$ cat src/sv/lcdseq_pkg.sv
package lcdseq_pkg;

  // Request codes
  localparam logic [2:0] CMD_INIT   = 3'd0;
  localparam logic [2:0] CMD_INSTR  = 3'd1;
  localparam logic [2:0] CMD_DATA   = 3'd2;
  localparam logic [2:0] CMD_GOTO   = 3'd3;
  localparam logic [2:0] CMD_REPEAT = 3'd4;
  localparam logic [2:0] CMD_GLYPH  = 3'd5;

  // Configuration register indexes
  localparam logic [2:0] REG_CMD_HOLD   = 3'd0;
  localparam logic [2:0] REG_DATA_HOLD  = 3'd1;
  localparam logic [2:0] REG_POWER_WAIT = 3'd2;
  localparam logic [2:0] REG_EXTRA_WAIT = 3'd3;
  localparam logic [2:0] REG_LINE0_BASE = 3'd4;
  localparam logic [2:0] REG_LINE1_BASE = 3'd5;
  localparam logic [2:0] REG_LINE2_BASE = 3'd6;
  localparam logic [2:0] REG_LINE3_BASE = 3'd7;

  localparam int HOLD_W = 24;
  localparam int ADDR_W = 7;
  localparam int PC_W   = 6;

  // Repeat count saturation limit and counter width
  localparam int MAX_REPEAT = 16;
  localparam int CNT_W      = $clog2(MAX_REPEAT + 1);

  // Nibble source codes
  localparam logic [1:0] NS_CONST = 2'd0;
  localparam logic [1:0] NS_HI    = 2'd1;
  localparam logic [1:0] NS_LO    = 2'd2;

  // Hold time source codes
  localparam logic [1:0] HS_CMD   = 2'd0;
  localparam logic [1:0] HS_DATA  = 2'd1;
  localparam logic [1:0] HS_POWER = 2'd2;
  localparam logic [1:0] HS_EXTRA = 2'd3;

  // Byte source codes
  localparam logic BS_VALUE = 1'b0;
  localparam logic BS_ADDR  = 1'b1;

  // Routine entry points in the control store
  localparam logic [PC_W-1:0] PC_INIT   = 6'd0;
  localparam logic [PC_W-1:0] PC_INSTR  = 6'd26;
  localparam logic [PC_W-1:0] PC_DATA   = 6'd30;
  localparam logic [PC_W-1:0] PC_GOTO   = 6'd34;
  localparam logic [PC_W-1:0] PC_GLYPH  = 6'd38;

  // Goto and glyph command prefixes
  localparam logic       GOTO_PREFIX  = 1'b1;
  localparam logic [1:0] GLYPH_PREFIX = 2'b01;

  // One control word per phase
  typedef struct packed {
    logic            rs;
    logic [1:0]      nsrc;
    logic [3:0]      nconst;
    logic            en;
    logic [1:0]      hsrc;
    logic            bsel;
    logic            last;
    logic            rep;
    logic [PC_W-1:0] tgt;
  } uword_t;

  typedef struct packed {
    logic [HOLD_W-1:0]           cmd_hold;
    logic [HOLD_W-1:0]           data_hold;
    logic [HOLD_W-1:0]           power_wait;
    logic [HOLD_W-1:0]           extra_wait;
    logic [3:0][ADDR_W-1:0]      line_base;
  } cfg_t;

  function automatic uword_t uw(input logic rs, input logic [1:0] nsrc,
                                input logic [3:0] nconst, input logic en,
                                input logic [1:0] hsrc, input logic bsel,
                                input logic last, input logic rep,
                                input logic [PC_W-1:0] tgt);
    uword_t w;
    w.rs     = rs;
    w.nsrc   = nsrc;
    w.nconst = nconst;
    w.en     = en;
    w.hsrc   = hsrc;
    w.bsel   = bsel;
    w.last   = last;
    w.rep    = rep;
    w.tgt    = tgt;
    return w;
  endfunction

endpackage

$ cat src/sv/lcdseq_ucode_rom.sv
module lcdseq_ucode_rom
  import lcdseq_pkg::*;
(
  input  logic [PC_W-1:0] pc,
  output uword_t          word
);

  always_comb begin
    case (pc)
      // init: power-on wait, first nibble, extra wait, eleven more nibbles
      6'd0:  word = uw(1'b0, NS_CONST, 4'h0, 1'b0, HS_POWER, BS_VALUE, 1'b0, 1'b0, PC_INIT);
      6'd1:  word = uw(1'b0, NS_CONST, 4'h3, 1'b1, HS_CMD,   BS_VALUE, 1'b0, 1'b0, PC_INIT);
      6'd2:  word = uw(1'b0, NS_CONST, 4'h3, 1'b0, HS_CMD,   BS_VALUE, 1'b0, 1'b0, PC_INIT);
      6'd3:  word = uw(1'b0, NS_CONST, 4'h3, 1'b0, HS_EXTRA, BS_VALUE, 1'b0, 1'b0, PC_INIT);
      6'd4:  word = uw(1'b0, NS_CONST, 4'h3, 1'b1, HS_CMD,   BS_VALUE, 1'b0, 1'b0, PC_INIT);
      6'd5:  word = uw(1'b0, NS_CONST, 4'h3, 1'b0, HS_CMD,   BS_VALUE, 1'b0, 1'b0, PC_INIT);
      6'd6:  word = uw(1'b0, NS_CONST, 4'h3, 1'b1, HS_CMD,   BS_VALUE, 1'b0, 1'b0, PC_INIT);
      6'd7:  word = uw(1'b0, NS_CONST, 4'h3, 1'b0, HS_CMD,   BS_VALUE, 1'b0, 1'b0, PC_INIT);
      6'd8:  word = uw(1'b0, NS_CONST, 4'h2, 1'b1, HS_CMD,   BS_VALUE, 1'b0, 1'b0, PC_INIT);
      6'd9:  word = uw(1'b0, NS_CONST, 4'h2, 1'b0, HS_CMD,   BS_VALUE, 1'b0, 1'b0, PC_INIT);
      6'd10: word = uw(1'b0, NS_CONST, 4'h2, 1'b1, HS_CMD,   BS_VALUE, 1'b0, 1'b0, PC_INIT);
      6'd11: word = uw(1'b0, NS_CONST, 4'h2, 1'b0, HS_CMD,   BS_VALUE, 1'b0, 1'b0, PC_INIT);
      6'd12: word = uw(1'b0, NS_CONST, 4'hC, 1'b1, HS_CMD,   BS_VALUE, 1'b0, 1'b0, PC_INIT);
      6'd13: word = uw(1'b0, NS_CONST, 4'hC, 1'b0, HS_CMD,   BS_VALUE, 1'b0, 1'b0, PC_INIT);
      6'd14: word = uw(1'b0, NS_CONST, 4'h0, 1'b1, HS_CMD,   BS_VALUE, 1'b0, 1'b0, PC_INIT);
      6'd15: word = uw(1'b0, NS_CONST, 4'h0, 1'b0, HS_CMD,   BS_VALUE, 1'b0, 1'b0, PC_INIT);
      6'd16: word = uw(1'b0, NS_CONST, 4'hC, 1'b1, HS_CMD,   BS_VALUE, 1'b0, 1'b0, PC_INIT);
      6'd17: word = uw(1'b0, NS_CONST, 4'hC, 1'b0, HS_CMD,   BS_VALUE, 1'b0, 1'b0, PC_INIT);
      6'd18: word = uw(1'b0, NS_CONST, 4'h0, 1'b1, HS_CMD,   BS_VALUE, 1'b0, 1'b0, PC_INIT);
      6'd19: word = uw(1'b0, NS_CONST, 4'h0, 1'b0, HS_CMD,   BS_VALUE, 1'b0, 1'b0, PC_INIT);
      6'd20: word = uw(1'b0, NS_CONST, 4'h1, 1'b1, HS_CMD,   BS_VALUE, 1'b0, 1'b0, PC_INIT);
      6'd21: word = uw(1'b0, NS_CONST, 4'h1, 1'b0, HS_CMD,   BS_VALUE, 1'b0, 1'b0, PC_INIT);
      6'd22: word = uw(1'b0, NS_CONST, 4'h0, 1'b1, HS_CMD,   BS_VALUE, 1'b0, 1'b0, PC_INIT);
      6'd23: word = uw(1'b0, NS_CONST, 4'h0, 1'b0, HS_CMD,   BS_VALUE, 1'b0, 1'b0, PC_INIT);
      6'd24: word = uw(1'b0, NS_CONST, 4'h6, 1'b1, HS_CMD,   BS_VALUE, 1'b0, 1'b0, PC_INIT);
      6'd25: word = uw(1'b0, NS_CONST, 4'h6, 1'b0, HS_CMD,   BS_VALUE, 1'b1, 1'b0, PC_INIT);
      // instruction byte; loops back while repeats remain
      6'd26: word = uw(1'b0, NS_HI, 4'h0, 1'b1, HS_CMD, BS_VALUE, 1'b0, 1'b0, PC_INIT);
      6'd27: word = uw(1'b0, NS_HI, 4'h0, 1'b0, HS_CMD, BS_VALUE, 1'b0, 1'b0, PC_INIT);
      6'd28: word = uw(1'b0, NS_LO, 4'h0, 1'b1, HS_CMD, BS_VALUE, 1'b0, 1'b0, PC_INIT);
      6'd29: word = uw(1'b0, NS_LO, 4'h0, 1'b0, HS_CMD, BS_VALUE, 1'b1, 1'b1, PC_INSTR);
      // data byte
      6'd30: word = uw(1'b1, NS_HI, 4'h0, 1'b1, HS_DATA, BS_VALUE, 1'b0, 1'b0, PC_INIT);
      6'd31: word = uw(1'b1, NS_HI, 4'h0, 1'b0, HS_DATA, BS_VALUE, 1'b0, 1'b0, PC_INIT);
      6'd32: word = uw(1'b1, NS_LO, 4'h0, 1'b1, HS_DATA, BS_VALUE, 1'b0, 1'b0, PC_INIT);
      6'd33: word = uw(1'b1, NS_LO, 4'h0, 1'b0, HS_DATA, BS_VALUE, 1'b1, 1'b0, PC_INIT);
      // goto: address command
      6'd34: word = uw(1'b0, NS_HI, 4'h0, 1'b1, HS_CMD, BS_ADDR, 1'b0, 1'b0, PC_INIT);
      6'd35: word = uw(1'b0, NS_HI, 4'h0, 1'b0, HS_CMD, BS_ADDR, 1'b0, 1'b0, PC_INIT);
      6'd36: word = uw(1'b0, NS_LO, 4'h0, 1'b1, HS_CMD, BS_ADDR, 1'b0, 1'b0, PC_INIT);
      6'd37: word = uw(1'b0, NS_LO, 4'h0, 1'b0, HS_CMD, BS_ADDR, 1'b1, 1'b0, PC_INIT);
      // glyph row: CGRAM address command, then row bits as data
      6'd38: word = uw(1'b0, NS_HI, 4'h0, 1'b1, HS_CMD, BS_ADDR, 1'b0, 1'b0, PC_INIT);
      6'd39: word = uw(1'b0, NS_HI, 4'h0, 1'b0, HS_CMD, BS_ADDR, 1'b0, 1'b0, PC_INIT);
      6'd40: word = uw(1'b0, NS_LO, 4'h0, 1'b1, HS_CMD, BS_ADDR, 1'b0, 1'b0, PC_INIT);
      6'd41: word = uw(1'b0, NS_LO, 4'h0, 1'b0, HS_CMD, BS_ADDR, 1'b0, 1'b0, PC_INIT);
      6'd42: word = uw(1'b1, NS_HI, 4'h0, 1'b1, HS_DATA, BS_VALUE, 1'b0, 1'b0, PC_INIT);
      6'd43: word = uw(1'b1, NS_HI, 4'h0, 1'b0, HS_DATA, BS_VALUE, 1'b0, 1'b0, PC_INIT);
      6'd44: word = uw(1'b1, NS_LO, 4'h0, 1'b1, HS_DATA, BS_VALUE, 1'b0, 1'b0, PC_INIT);
      6'd45: word = uw(1'b1, NS_LO, 4'h0, 1'b0, HS_DATA, BS_VALUE, 1'b1, 1'b0, PC_INIT);
      // unused addresses end the routine
      default: word = uw(1'b0, NS_CONST, 4'h0, 1'b0, HS_CMD, BS_VALUE, 1'b1, 1'b0, PC_INIT);
    endcase
  end

endmodule

$ cat src/sv/lcdseq_cfg_regs.sv
module lcdseq_cfg_regs
  import lcdseq_pkg::*;
(
  input  logic              clk,
  input  logic              rst_n,
  input  logic              wr_en,
  input  logic [2:0]        wr_index,
  input  logic [HOLD_W-1:0] wr_data,
  output cfg_t              cfg
);

  cfg_t cfg_r;
  cfg_t cfg_nxt;

  // Decode the register index
  always_comb begin
    cfg_nxt = cfg_r;
    if (wr_en) begin
      case (wr_index)
        REG_CMD_HOLD:   cfg_nxt.cmd_hold     = wr_data;
        REG_DATA_HOLD:  cfg_nxt.data_hold    = wr_data;
        REG_POWER_WAIT: cfg_nxt.power_wait   = wr_data;
        REG_EXTRA_WAIT: cfg_nxt.extra_wait   = wr_data;
        REG_LINE0_BASE: cfg_nxt.line_base[0] = wr_data[ADDR_W-1:0];
        REG_LINE1_BASE: cfg_nxt.line_base[1] = wr_data[ADDR_W-1:0];
        REG_LINE2_BASE: cfg_nxt.line_base[2] = wr_data[ADDR_W-1:0];
        REG_LINE3_BASE: cfg_nxt.line_base[3] = wr_data[ADDR_W-1:0];
        default:        cfg_nxt = cfg_r;
      endcase
    end
  end

  always_ff @(posedge clk) begin
    if (!rst_n) begin
      cfg_r.cmd_hold     <= HOLD_W'(16000);
      cfg_r.data_hold    <= HOLD_W'(1600);
      cfg_r.power_wait   <= HOLD_W'(320000);
      cfg_r.extra_wait   <= HOLD_W'(96000);
      cfg_r.line_base[0] <= ADDR_W'(0);
      cfg_r.line_base[1] <= ADDR_W'(64);
      cfg_r.line_base[2] <= ADDR_W'(20);
      cfg_r.line_base[3] <= ADDR_W'(84);
    end else begin
      cfg_r <= cfg_nxt;
    end
  end

  assign cfg = cfg_r;

endmodule

$ cat src/sv/lcdseq_phase_dp.sv
module lcdseq_phase_dp
  import lcdseq_pkg::*;
(
  input  logic              clk,
  input  logic              rst_n,
  input  logic              load,
  input  uword_t            word,
  input  logic              last_phase,
  input  logic [7:0]        value,
  input  logic [7:0]        addr,
  input  cfg_t              cfg,
  output logic              out_free,
  output logic              out_valid,
  input  logic              out_stall,
  output logic              out_reg_select,
  output logic [3:0]        out_nibble,
  output logic              out_enable,
  output logic [HOLD_W-1:0] out_hold_cycles,
  output logic              out_last
);

  logic              valid_r;
  logic              rs_r;
  logic [3:0]        nib_r;
  logic              en_r;
  logic [HOLD_W-1:0] hold_r;
  logic              last_r;
  logic [7:0]        byte_sel;
  logic [3:0]        nib_nxt;
  logic [HOLD_W-1:0] hold_nxt;

  // Pick the byte, then the nibble
  always_comb begin
    byte_sel = (word.bsel == BS_ADDR) ? addr : value;
    case (word.nsrc)
      NS_HI:   nib_nxt = byte_sel[7:4];
      NS_LO:   nib_nxt = byte_sel[3:0];
      default: nib_nxt = word.nconst;
    endcase
  end

  // Pick the hold time
  always_comb begin
    case (word.hsrc)
      HS_DATA:  hold_nxt = cfg.data_hold;
      HS_POWER: hold_nxt = cfg.power_wait;
      HS_EXTRA: hold_nxt = cfg.extra_wait;
      default:  hold_nxt = cfg.cmd_hold;
    endcase
  end

  assign out_free = !valid_r || !out_stall;

  // Output valid: set on load, drop once taken
  always_ff @(posedge clk) begin
    if (!rst_n) begin
      valid_r <= 1'b0;
    end else if (load) begin
      valid_r <= 1'b1;
    end else if (!out_stall) begin
      valid_r <= 1'b0;
    end
  end

  // Output payload: hold while stalled
  always_ff @(posedge clk) begin
    if (load) begin
      rs_r   <= word.rs;
      nib_r  <= nib_nxt;
      en_r   <= word.en;
      hold_r <= hold_nxt;
      last_r <= last_phase;
    end
  end

  assign out_valid       = valid_r;
  assign out_reg_select  = rs_r;
  assign out_nibble      = nib_r;
  assign out_enable      = en_r;
  assign out_hold_cycles = hold_r;
  assign out_last        = last_r;

endmodule

$ cat src/sv/char_lcd_nibble_bus_sequencer_unit.sv
// Channel  Handshake            Payload
// in       in_valid / in_stall  command value column line repeat_count glyph_code glyph_row
// out      out_valid/out_stall  reg_select nibble enable hold_cycles last
// cfg      cfg_valid/cfg_ready  cfg_index (register 0..7), cfg_data (24 bit)
//
// A request runs a routine from the control store, one phase per cycle while the
// output register is free: init 26 phases, instruction/data/goto 4, glyph row 8,
// repeated instruction 4 per repeat (up to 64). in_stall stays high while a routine
// runs; the last phase reaches the output register in the cycle after it is read.
// Stalls on out hold the program counter. Sync reset restores the register defaults.
module char_lcd_nibble_bus_sequencer_unit
  import lcdseq_pkg::*;
(
  input  logic              clk,
  input  logic              rst_n,
  input  logic              in_valid,
  output logic              in_stall,
  input  logic [2:0]        in_command,
  input  logic [7:0]        in_value,
  input  logic [6:0]        in_column,
  input  logic [2:0]        in_line,
  input  logic [7:0]        in_repeat_count,
  input  logic [2:0]        in_glyph_code,
  input  logic [2:0]        in_glyph_row,
  output logic              out_valid,
  input  logic              out_stall,
  output logic              out_reg_select,
  output logic [3:0]        out_nibble,
  output logic              out_enable,
  output logic [HOLD_W-1:0] out_hold_cycles,
  output logic              out_last,
  input  logic              cfg_valid,
  output logic              cfg_ready,
  input  logic [2:0]        cfg_index,
  input  logic [HOLD_W-1:0] cfg_data
);

  cfg_t             cfg;
  uword_t           word;
  logic             busy_r, busy_nxt;
  logic [PC_W-1:0]  pc_r, pc_nxt;
  logic [CNT_W-1:0] count_r, count_nxt;
  logic [7:0]       value_r;
  logic [7:0]       addr_r, addr_nxt;
  logic             accept;
  logic             advance;
  logic             out_free;
  logic             looping;
  logic             last_phase;
  logic             start_ok;
  logic [PC_W-1:0]  entry;
  logic [CNT_W-1:0] sat_count;
  logic [1:0]       line_idx;
  logic [ADDR_W-1:0] ddram_addr;

  assign cfg_ready = 1'b1;

  lcdseq_cfg_regs u_cfg (
    .clk      (clk),
    .rst_n    (rst_n),
    .wr_en    (cfg_valid),
    .wr_index (cfg_index),
    .wr_data  (cfg_data),
    .cfg      (cfg)
  );

  lcdseq_ucode_rom u_rom (
    .pc   (pc_r),
    .word (word)
  );

  assign in_stall = busy_r;
  assign accept   = in_valid && !busy_r;
  assign advance  = busy_r && out_free;

  // Saturate repeat count, choose the entry point
  always_comb begin
    sat_count = (in_repeat_count > 8'(MAX_REPEAT)) ? CNT_W'(MAX_REPEAT)
                                                   : in_repeat_count[CNT_W-1:0];
    start_ok  = 1'b1;
    count_nxt = CNT_W'(1);
    case (in_command)
      CMD_INIT:   entry = PC_INIT;
      CMD_INSTR:  entry = PC_INSTR;
      CMD_DATA:   entry = PC_DATA;
      CMD_GOTO:   entry = PC_GOTO;
      CMD_REPEAT: begin
        entry     = PC_INSTR;
        count_nxt = sat_count;
        start_ok  = (in_repeat_count != 8'd0);
      end
      CMD_GLYPH:  entry = PC_GLYPH;
      default: begin
        entry    = PC_INIT;
        start_ok = 1'b0;
      end
    endcase
  end

  // Build the address command byte for goto or glyph row
  always_comb begin
    line_idx   = (in_line > 3'd3) ? 2'd0 : in_line[1:0];
    ddram_addr = cfg.line_base[line_idx] + in_column;
    if (in_command == CMD_GOTO) begin
      addr_nxt = {GOTO_PREFIX, ddram_addr};
    end else begin
      addr_nxt = {GLYPH_PREFIX, in_glyph_code, in_glyph_row};
    end
  end

  // Step the program counter, loop on repeats
  always_comb begin
    looping    = word.rep && (count_r != CNT_W'(1));
    last_phase = word.last && !looping;
    busy_nxt   = busy_r;
    pc_nxt     = pc_r;
    if (accept) begin
      busy_nxt = start_ok;
      pc_nxt   = entry;
    end else if (advance) begin
      if (last_phase) begin
        busy_nxt = 1'b0;
      end else if (looping) begin
        pc_nxt = word.tgt;
      end else begin
        pc_nxt = pc_r + PC_W'(1);
      end
    end
  end

  always_ff @(posedge clk) begin
    if (!rst_n) begin
      busy_r <= 1'b0;
      pc_r   <= PC_INIT;
    end else begin
      busy_r <= busy_nxt;
      pc_r   <= pc_nxt;
    end
  end

  // Latch request operands, count down repeats
  always_ff @(posedge clk) begin
    if (accept) begin
      value_r <= in_value;
      addr_r  <= addr_nxt;
      count_r <= count_nxt;
    end else if (advance && looping) begin
      count_r <= count_r - CNT_W'(1);
    end
  end

  lcdseq_phase_dp u_dp (
    .clk             (clk),
    .rst_n           (rst_n),
    .load            (advance),
    .word            (word),
    .last_phase      (last_phase),
    .value           (value_r),
    .addr            (addr_r),
    .cfg             (cfg),
    .out_free        (out_free),
    .out_valid       (out_valid),
    .out_stall       (out_stall),
    .out_reg_select  (out_reg_select),
    .out_nibble      (out_nibble),
    .out_enable      (out_enable),
    .out_hold_cycles (out_hold_cycles),
    .out_last        (out_last)
  );

endmodule
$ cat config.mk
export PLATFORM = sky130hd
export DESIGN_NAME = char_lcd_nibble_bus_sequencer_unit
export DESIGN_NICKNAME = d
export VERILOG_FILES = /design/src/sv/lcdseq_pkg.sv /design/src/sv/lcdseq_ucode_rom.sv /design/src/sv/lcdseq_cfg_regs.sv /design/src/sv/lcdseq_phase_dp.sv /design/src/sv/char_lcd_nibble_bus_sequencer_unit.sv
export SDC_FILE = /design/constraint.sdc
export NUM_CORES = 1
export LEC_CHECK = 0
export BUFFER_PORTS_ARGS = -buffer_cell sky130_fd_sc_hd__buf_2
export CAP_MARGIN = 20
export CELL_PAD_IN_SITES_DETAIL_PLACEMENT = 1
export CELL_PAD_IN_SITES_GLOBAL_PLACEMENT = 2
export CORE_MARGIN = 5
export CORE_UTILIZATION = 25
export DETAILED_ROUTE_END_ITERATION = 10
export GPL_TIMING_DRIVEN = 0
export PLACE_DENSITY = 0.64
export SLEW_MARGIN = 20
export SYNTH_ARGS = -nofsm -noshare
export SYNTH_HDL_FRONTEND = slang
export SYNTH_SLANG_ARGS = --single-unit
$ cat constraint.sdc
create_clock -name clk -period 4.1 [get_ports clk]
set_input_delay 0.615 -clock clk [delete_from_list [all_inputs] [get_ports clk]]
set_output_delay 0.615 -clock clk [all_outputs]
set_load 0.02 [all_outputs]
==> results of run 1 <==
[registers in the layout (all words and copies together) (netlist names)]
signal and flops:
u_dp.out_enable 1, u_dp.out_nibble 4, pc_r 6, u_dp.out_valid 1
u_rom.word 13, u_dp.out_reg_select 1, value_r 8, u_dp.out_hold_cycles 24
in_stall 1, count_r 5, u_dp.out_last 1, addr_r 8
u_cfg.cfg 124
[cells in the final DEF (no fill, tap or decap), types with 12 or more instances in the layout]
master / n
edfxtp_1: 52
buf_2: 86
a21oi_1: 114
clkbuf_1: 41
nand2_1: 265
dfxtp_1: 145
nor2_1: 32
ha_1: 20
nand3_1: 37
mux4_2: 24
o21ai_0: 12
clkbuf_16: 17
mux2i_1: 15
inv_1: 24
[stage by stage]
step	total power [mW]	setup WS [ns]	util, %
after floorplan	2.66	0.954	-
after global placement	2.92	0.361	28.1
after detailed placement	2.93	0.338	28.1
after CTS	4.61	0.747	29.7
after global routing	4.75	0.513	29.8
final	4.54	0.828	29.8
[final cells by class]
class	count	area (um^2)	share of cell area (%)
Multi-Input combinational cell	645	3890	37.9
Clock inverter	15	134	1.30
Sequential cell	197	4460	43.4
Buffer	62	265	2.58
Tap cell	455	569	5.54
Inverter	28	109	1.06
Timing Repair Buffer	83	415	4.04
Clock buffer	17	425	4.14
[critical path, stage by stage (launching register included)]
cell and delay (ns):
dfxtp_1 0.37, a21bo_2 0.28, clkinv_2 0.56, nand3_2 0.27
a311oi_1 0.45, o21a_1 0.28, inv_1 0.09, ha_1 0.20
a2111o_1 0.40, a21oi_1 0.16, o21bai_1 0.12
[final timing paths]
path | cells past startpoint | slack (ns) | start | to
worst max-delay path | 10 | 0.83 | in_stall | u_rom.word[7]
worst min-delay path | 1 | 0.32 | in_value[4] | value_r[4]
worst max register to register | 10 | 0.83 | in_stall | u_rom.word[7]
worst min register to register | 0 | 0.42 | u_rom.word[11] | u_dp.out_enable
[per-layer routing]
metal	vias to the layer above	share of wire [%]	GRT usage, %
met1	3552	47	19.6
met2	88	49	25.6
met5	-	0.024	0
met4	2	1.3	3.85
li1	3433	-	-
met3	23	2.6	2.62
[cells by family (layout without fill, tap and decap cells)]
group           count (synthesis)  in the layout  share of synthesized area [%]
fa+ha+maj                      21             21                           3.10
compound gates                187            187                           13.0
buf+inv                        90            205                           4.27
xor+xnor                       11             11                           1.10
mux                            47             47                           8.94
flops                         197            197                           51.1
simple gates                  378            378                           18.5
other cells                     1              1                         0.0429
[power by group]
group / internal [mW] / switching [mW]
Combinational: 0.255 / 0.450
Sequential: 2.12 / 0.0459
Clock: 0.804 / 0.866
==> metrics.cfg, run 1 <==
[power]
peakVddDrop_v = 0.000326
power_leakage_nw = 3.81
power_density_mw_per_mm2 = 442

[clock_network]
cts_setup_buffers = 0
cts_buffers = 17
path_clk_slew_ns = 0.08
cts_resized = 0
cts_tree = built
cts_max_level = 4
root_buffer = clkbuf_16
clk_latency_ns = 0.47
postCtsHoldBufs = 0
cts_num_sinks = 197
clockBufferDepth = 2

[synth]
syn_area_per_cell_um2 = 9.37
seq_area_frac_synth_pct = 51.1
synth_top_area_share_pct = 33.2
synth_top_area_cell = dfxtp_1
synth_edf_count = 52
ys.flop_type = dfxtp_1
synth_cells = 932
async_flop_share_pct = 0
synthesis.area_mm2 = 0.00873
yosys_warnings = 0
synth_common_cells = nand2_1 (265), dfxtp_1 (145), a21oi_1 (114)
syn_nets = 1020
synthTopCellsByArea = dfxtp_1 (33%), edfxtp_1 (18%), nand2_1 (11%)
yosysMostFrequentCell = nand2_1
synthDistinctLibCells = 75
synth_seq_cells = 197

[critical_path]
critPathMaxFanout = 39
cp-end-kind = register
crit_arrival_ns = 3.67
path_class = reg2reg
cp.required_ns = 4.50
start_kind = register

[timing]
setup_tns_ns = 0
fmax_ghz = 0.306
clock_skew_ns = 0.0148
min_period_ns = 3.27
rsz0062_at_grt = no
whs_ns = 0.324
tightestPinTransition_ns = 0.997
slew_viol_final = 0
period_share_pct = 79.8
finalSetupViolCount = 0
hold_viol = 0
slew_headroom_pct = 33.0

[layout]
final-instance-count-excl-fill = 1502
synthToLayoutAreaGrowth_pct = 17.7
fin_nets = 1122
stdcell_area_mm2 = 0.0103
diodes = 0
fill_cells = 4032
layout-drive-gt1-share_pct = 16.8

[status]
status = complete, no violations

[die]
num_rows = 68
die_w_um = 197
dieArea_mm2 = 0.0388
initial_core_util_pct = 25.3
io_pins = 101
die-height_um = 197
core_mm2 = 0.0345

[route]
drtPass1Iterations = 4
ant_nets = 0
post_drt_wl_per_cell_um = 19.2
drt-initial-drc-count = 289
viasPerCell = 4.73
drc = 0
vias = 7098
routed_wl_um = 28800

[place]
port_buffers = 83
placed_cells = 1470
hpwl_um = 20400
globalplace.congestion = 0.755
place_area_mm2 = 0.00972

[flow_run]
maxCapViolCount = 0

[global_route]
grt_pass1_vias = 7482
grt-ovfl-total = 0
grt_pass1_wl_um = 44300
grt_max_degree = 40
grt.total_usage_pct = 15.0
antenna_found_initial = 1

[hold_path]
holdCritPathClass = in2reg

Note: power is estimated with default switching activity, not from simulation.
==> inputs of run 2 (changes only) <==
Settings changed: ABC_AREA set to 1, PLACE_DENSITY 0.64 to 0.67.
Clock period 4.1 ns to 3.1 ns, I/O delays scaled along.
==> run 2 against run 1 <==
Effect of this change: first-iteration DRC count is 44% higher; synthesized area is 1.9% lower; largest cell class unchanged; utilization is 0.63 points higher; critical path depth is 4 higher; synthesized cell count is 16% higher; clock power is 45% higher; flip-flop and latch count stayed put; highest routed layer unchanged; worst hold slack worse by 0.13 ns; clock-buffer cell count stayed put.
==> metrics.cfg, run 2 <==
[synth]
synth_edf_count = 52  ; unchanged
synthDistinctLibCells = 43  ; -43%
ys.flop_type = dfxtp_1
syn_nets = 1170  ; +15%
syn_area_per_cell_um2 = 7.92  ; -15%
synth_common_cells = nand2_1 (235), nor2_1 (230), dfxtp_1 (145)
synth_seq_cells = 197  ; unchanged
yosysMostFrequentCell = nand2_1
async_flop_share_pct = 0  ; unchanged
seq_area_frac_synth_pct = 52.1  ; +0.98 points
synthTopCellsByArea = dfxtp_1 (34%), edfxtp_1 (18%), nand2_1 (10%)
synth_top_area_cell = dfxtp_1
yosys_warnings = 0  ; unchanged
synth_top_area_share_pct = 33.9  ; +0.64 points
synth_cells = 1082  ; +16%
synthesis.area_mm2 = 0.00857  ; -1.9%

[layout]
fin_util_pct = 30.4  ; +0.63 points
diodes = 0  ; unchanged
seq_area_mm2 = 0.00446  ; unchanged
largest_reg_flops = 124  ; unchanged
synthToLayoutAreaGrowth_pct = 19.5
fin_nets = 1281  ; +14%
layout-drive-gt1-share_pct = 13.8  ; -3.0 points
final_common_cell = nand2_1
multi_input_area_mm2 = 0.00365  ; -6.3%
layout_common_cells = nand2_1 (235), nor2_1 (230), dfxtp_1 (145)
fill_cells = 4065  ; +0.82%

[power]
peakVddDrop_v = 0.000389  ; +19%
power.total_mw = 6.39  ; +41%
power_leakage_nw = 4.48  ; +18%
power_density_mw_per_mm2 = 624  ; +41%

[die]
die-height_um = 195  ; -0.89%
die_w_um = 195  ; -0.89%
core_mm2 = 0.0337  ; -2.4%
num_rows = 67  ; -1.5%
io_pins = 101  ; unchanged
dieArea_mm2 = 0.0381  ; -1.8%
initial_core_util_pct = 25.4  ; +0.15 points

[clock_network]
clockBufferDepth = 2  ; unchanged
path_clk_slew_ns = 0.08  ; about the same
cts_tree = built
cts_buffers = 17  ; unchanged
clk_latency_ns = 0.46  ; about the same
cts_num_sinks = 197  ; unchanged
cts_resized = 0  ; unchanged
cts_setup_buffers = 0  ; unchanged
postCtsHoldBufs = 0  ; unchanged
root_buffer = clkbuf_16
cts_max_level = 4  ; unchanged

[timing]
fmax_ghz = 0.363
slew_viol_final = 0  ; unchanged
tightestPinTransition_ns = 0.879  ; -0.118 ns
whs_ns = 0.190  ; -0.135 ns
finalSetupViolCount = 0  ; unchanged
clock_skew_ns = 0.0145  ; -0.000323 ns
setup_ws_ns = 0.342  ; -0.486 ns
period_share_pct = 89.0
hold_viol = 0  ; unchanged
slew_headroom_pct = 40.8  ; +7.7 points
rsz0062_at_grt = no
min_period_ns = 2.76

[hold_path]
worstHoldStart = in_value[0]
holdCritPathClass = in2reg

[place]
hpwl_um = 20500  ; +0.39%
globalplace.congestion = 0.753  ; -0.36%
port_buffers = 91  ; +9.6%
dp_slack_ns = -0.190  ; -0.529 ns

[route]
post_drt_wl_per_cell_um = 17.7  ; -7.7%
drt-initial-drc-count = 417  ; +44%
vias = 7504  ; +5.7%
wl_met1_um = 13700  ; +0.67%
routed_wl_um = 29300  ; +1.7%
drtPass1Iterations = 4  ; unchanged
drc = 0  ; unchanged
wl_met3_um = 977  ; +28%
wl_met2_um = 14200  ; +1.1%
ant_nets = 0  ; unchanged
highest_layer = met5
viasPerCell = 4.54  ; -4.0%

[flow_run]
maxCapViolCount = 0  ; unchanged

[global_route]
grt_max_degree = 24  ; -40%
grt-ovfl-total = 0  ; unchanged
grt_pass1_wl_um = 46400  ; +4.8%
antenna_found_initial = 1  ; unchanged
grt.total_usage_pct = 15.6  ; +0.60 points
grt_pass1_vias = 8030  ; +7.3%

[critical_path]
r2r-start = count_r[0]
critPathMaxFanout = 10  ; -74%
path_class = in2reg
crit_arrival_ns = 2.96  ; -0.71 ns
cp-end-kind = register
critPathLaunch = in_line[0]
start_kind = input pin
cp.required_ns = 3.30  ; -1.20 ns

[status]
status = complete, no violations

## run 2: cell type report
class	instances	area share, %
Sequential cell	197	43.6
Multi-Input combinational cell	772	35.6
Tap cell	448	5.48
Timing Repair Buffer	92	4.64
Clock buffer	17	4.16
Inverter	61	2.29
Buffer	52	2.16
Clock inverter	15	2.03
## run 2: metrics by stage
step	cell area, um^2	cells	TNS [ns]
floorplan	8570	1082	0
global placement	9580	1621	-0.283
detailed placement	9600	1622	-0.262
CTS	10200	1654	0
global route	10200	1654	0
finish	10200	1654	0
## run 2: worst paths after layout
path              slack (ns)               to  cells after the start
setup / recovery        0.34        addr_r[6]                     14
hold / removal          0.19       value_r[0]                      1
setup reg to reg        0.36    u_rom.word[9]                     14
hold reg to reg         0.42  u_dp.out_enable                      0
## run 2: logic make-up after synthesis
family	share of synthesized area, %
and+or+nand+nor	28.2
DFF	52.1
AOI/OAI and AO/OA	10.8
buffers and inverters	5.32
adders and majority gates	3.15
xor gates and xnor gates	0.409
other	0.0438
## run 2: layer usage
metal	GRT usage, %	up-vias
li1	-	3771
met1	20.1	3581
met2	27.1	123
met3	2.58	27
met4	4.01	2
met5	0	-
## run 2: where the power goes
part | switching, mW | leakage (nW) | total, mW | internal, mW
combinational | 0.743 | 2.50 | 1.05 | 0.307
clock | 1.17 | 0.306 | 2.42 | 1.25
sequential | 0.0803 | 1.68 | 2.92 | 2.84
## run 2: critical path, stage by stage
cell and delay (ns):
buf_2 0.20, nand2_1 0.21, clkbuf_1 0.30, a22oi_1 0.24, o22ai_1 0.15, ha_1 0.26, fa_1 0.40, a31oi_1 0.21
nor2_1 0.06, inv_1 0.07, nand2_1 0.06, a21oi_1 0.15, or2_1 0.12, nand3_1 0.05
==> inputs of run 3 (changes only) <==
Settings changed: BUFFER_PORTS_ARGS -buffer_cell sky130_fd_sc_hd__buf_2 to -buffer_cell sky130_fd_sc_hd__clkbuf_2, CTS_CLUSTER_SIZE set to 10.
==> run 3 against run 2 <==
Effect of this change: power fell by 3.0%; worst hold slack barely moved; die area did not move; flip-flop and latch count did not move; setup slack got worse by 0.031 ns; clock power fell by 8%; utilization fell by 0.19 points; critical path depth did not move; register-to-register slack improved by 0.03 ns; sequential share of layout area rose by 0.28 points; final cell count did not move; via count rose by 0.16%; critical path type unchanged.
==> metrics.cfg, run 3 (synthesis results as in run 2) <==
[power]
sw_frac_of_total_pct = 30.9  ; -0.30 points
power_leakage_nw = 4.47  ; -0.42%
peakVddDrop_v = 0.000393  ; +1.1%
combPwrFrac_pct = 16.8  ; +0.4 points
p_seq_share_pct = 47.2  ; +1.5 points
internal_power_mw = 4.28  ; -2.6%
switching_power_mw = 1.91  ; -4.0%
clkPwrFrac_pct = 36.0  ; -1.8 points
power.total_mw = 6.20  ; -3.0%
power_density_mw_per_mm2 = 609  ; -2.4%

[critical_path]
crit_arrival_ns = 2.99  ; +0.03 ns
r2r_cells = 14  ; unchanged
cp_slowest_stage_delay_ns = 0.40  ; about the same
crit_chain = buf_2 > nand2_1 > clkbuf_1 > a22oi_1 > o22ai_1 > ha_1 > fa_1 > a31oi_1 > nor2_1 > inv_1 > nand2_1 > a21oi_1 > or2_1 > nand3_1
start_kind = input pin
r2r_end = u_rom.word[9]
r2r-start = count_r[0]
cp-end-kind = register
critPathSlowestCell = fa_1
path_class = in2reg
cp.required_ns = 3.30  ; about the same
cp_common_cell = nand2_1
crit_buf_inv = 3  ; unchanged
critPathTopFamily = compound AO/OA/AOI/OAI gates
critPathMaxFanout = 10  ; unchanged
rrSetupSlack_ns = 0.39  ; +0.03 ns

[die]
die_w_um = 195  ; unchanged
core_mm2 = 0.0337  ; unchanged
initial_core_util_pct = 25.4  ; unchanged
dieArea_mm2 = 0.0381  ; unchanged
io_pins = 101  ; unchanged
num_rows = 67  ; unchanged
die-height_um = 195  ; unchanged

[hold_path]
holdCritPathClass = in2reg
worstHoldEndpoint = value_r[2]
hold_depth = 1  ; unchanged
worstHoldStart = in_value[2]

[clock_network]
cts_tree = built
clk_latency_ns = 0.45  ; about the same
clockBufferDepth = 2  ; unchanged
cts_setup_buffers = 0  ; unchanged
cts_buffers = 17  ; unchanged
postCtsHoldBufs = 0  ; unchanged
cts_resized = 0  ; unchanged
path_clk_slew_ns = 0.08  ; about the same
cts_max_level = 4  ; unchanged
cts_num_sinks = 197  ; unchanged
root_buffer = clkbuf_16

[global_route]
grt-ovfl-total = 0  ; unchanged
antenna_found_initial = 0  ; -1
grt.total_usage_pct = 15.5  ; -0.017 points
grt_pass1_vias = 7995  ; -0.44%
grt_max_degree = 24  ; unchanged
grt_pass1_wl_um = 46300  ; -0.21%

[timing]
rsz0062_at_grt = no
whs_ns = 0.190  ; +0.0000680 ns
fmax_ghz = 0.359  ; -1.1%
tightestPinTransition_ns = 0.829  ; -0.0505 ns
min_period_ns = 2.79  ; +0.0311 ns
finalSetupViolCount = 0  ; unchanged
clock_skew_ns = 0.0123  ; -0.00219 ns
period_share_pct = 90.0  ; +1.0 points
hold_viol = 0  ; unchanged
slew_viol_final = 0  ; unchanged
slew_headroom_pct = 44.2  ; +3.4 points

[layout]
final_common_cell = nand2_1
layout-drive-gt1-share_pct = 13.7  ; -0.083 points
synthToLayoutAreaGrowth_pct = 18.7
largest_reg_flops = 124  ; unchanged
layout_common_cells = nand2_1 (235), nor2_1 (230), dfxtp_1 (145)
diodes = 0  ; unchanged
fin_nets = 1281  ; unchanged

[route]
drc = 0  ; unchanged
ant_nets = 0  ; unchanged
post_drt_wl_per_cell_um = 17.5  ; -1.2%
drtPass1Iterations = 4  ; unchanged
drt-initial-drc-count = 432  ; +3.6%
vias = 7516  ; +0.16%
viasPerCell = 4.54  ; +0.16%
routed_wl_um = 28900  ; -1.2%

[place]
port_buffers = 91  ; unchanged
globalplace.congestion = 0.756  ; +0.50%
hpwl_um = 20500  ; +0.20%

[status]
status = complete, no violations

[flow_run]
maxCapViolCount = 0  ; unchanged

run 3: how the worst max path moves through the flow:
stage          slack [ns]  cells past startpoint        from   endpoint
6_report             0.31                     14  in_line[0]  addr_r[6]
5_1_grt              0.02                     14  in_line[0]  addr_r[6]
4_1_cts              0.31                     14  in_line[0]  addr_r[6]
3_5_place_dp        -0.18                     14  in_line[0]  addr_r[6]
3_3_place_gp        -0.21                     14  in_line[0]  addr_r[6]
2_1_floorplan        0.46                     14  in_line[0]  addr_r[6]
run 3: per-stage QoR:
| step | std cells | TNS, ns | utilization, % | area (um^2) | setup slack, ns |
|---|---|---|---|---|---|
| after CTS | 1654 | 0 | 30.2 | 10200 | 0.313 |
| after global routing | 1654 | 0 | 30.2 | 10200 | 0.0166 |
| after detailed placement | 1622 | -0.256 | 28.5 | 9600 | -0.180 |
| after floorplan | 1082 | 0 | - | 8570 | 0.459 |
| final | 1654 | 0 | 30.2 | 10200 | 0.311 |
| after global placement | 1621 | -0.279 | 28.4 | 9580 | -0.210 |
run 3: routing by layer:
metal / global-route usage, % / vias to the layer above / share of wire (%)
met4: 3.44 / 0 / 1.0
met2: 26.7 / 88 / 49
met5: 0 / - / 0
met3: 2.86 / 20 / 2.7
met1: 20.4 / 3638 / 47
li1: - / 3770 / -
run 3: power by group through the flow:
stage          combinational (mW)  sequential, mW  clock, mW
3_5_place_dp                 1.06            2.98          0
5_1_grt                      1.18            2.94       2.41
2_1_floorplan               0.596            3.02          0
3_3_place_gp                 1.06            2.98          0
4_1_cts                      1.07            2.93       2.30
6_report                     1.04            2.92       2.23
run 3: area by class of cell:
type                            count  area (um^2)
Fill cell                        4109        23500
Clock buffer                       18          429
Multi-Input combinational cell    772         3650
Inverter                           61          234
Tap cell                          448          561
Clock inverter                     14          139
Timing Repair Buffer               92          475
Sequential cell                   197         4460
Buffer                             52          221
run 3: worst register-to-register path, stage by stage (launching register included):
cell      delay [ns]
edfxtp_1        0.44
ha_1            0.23
inv_1           0.05
nor2_1          0.04
nand2_2         0.08
nand2_4         0.08
nand3_2         0.09
nand2_4         0.11
o21ai_0         0.44
nand2_1         0.34
inv_1           0.20
ha_1            0.25
o21ai_1         0.13
nand2_1         0.10
nand3_1         0.09
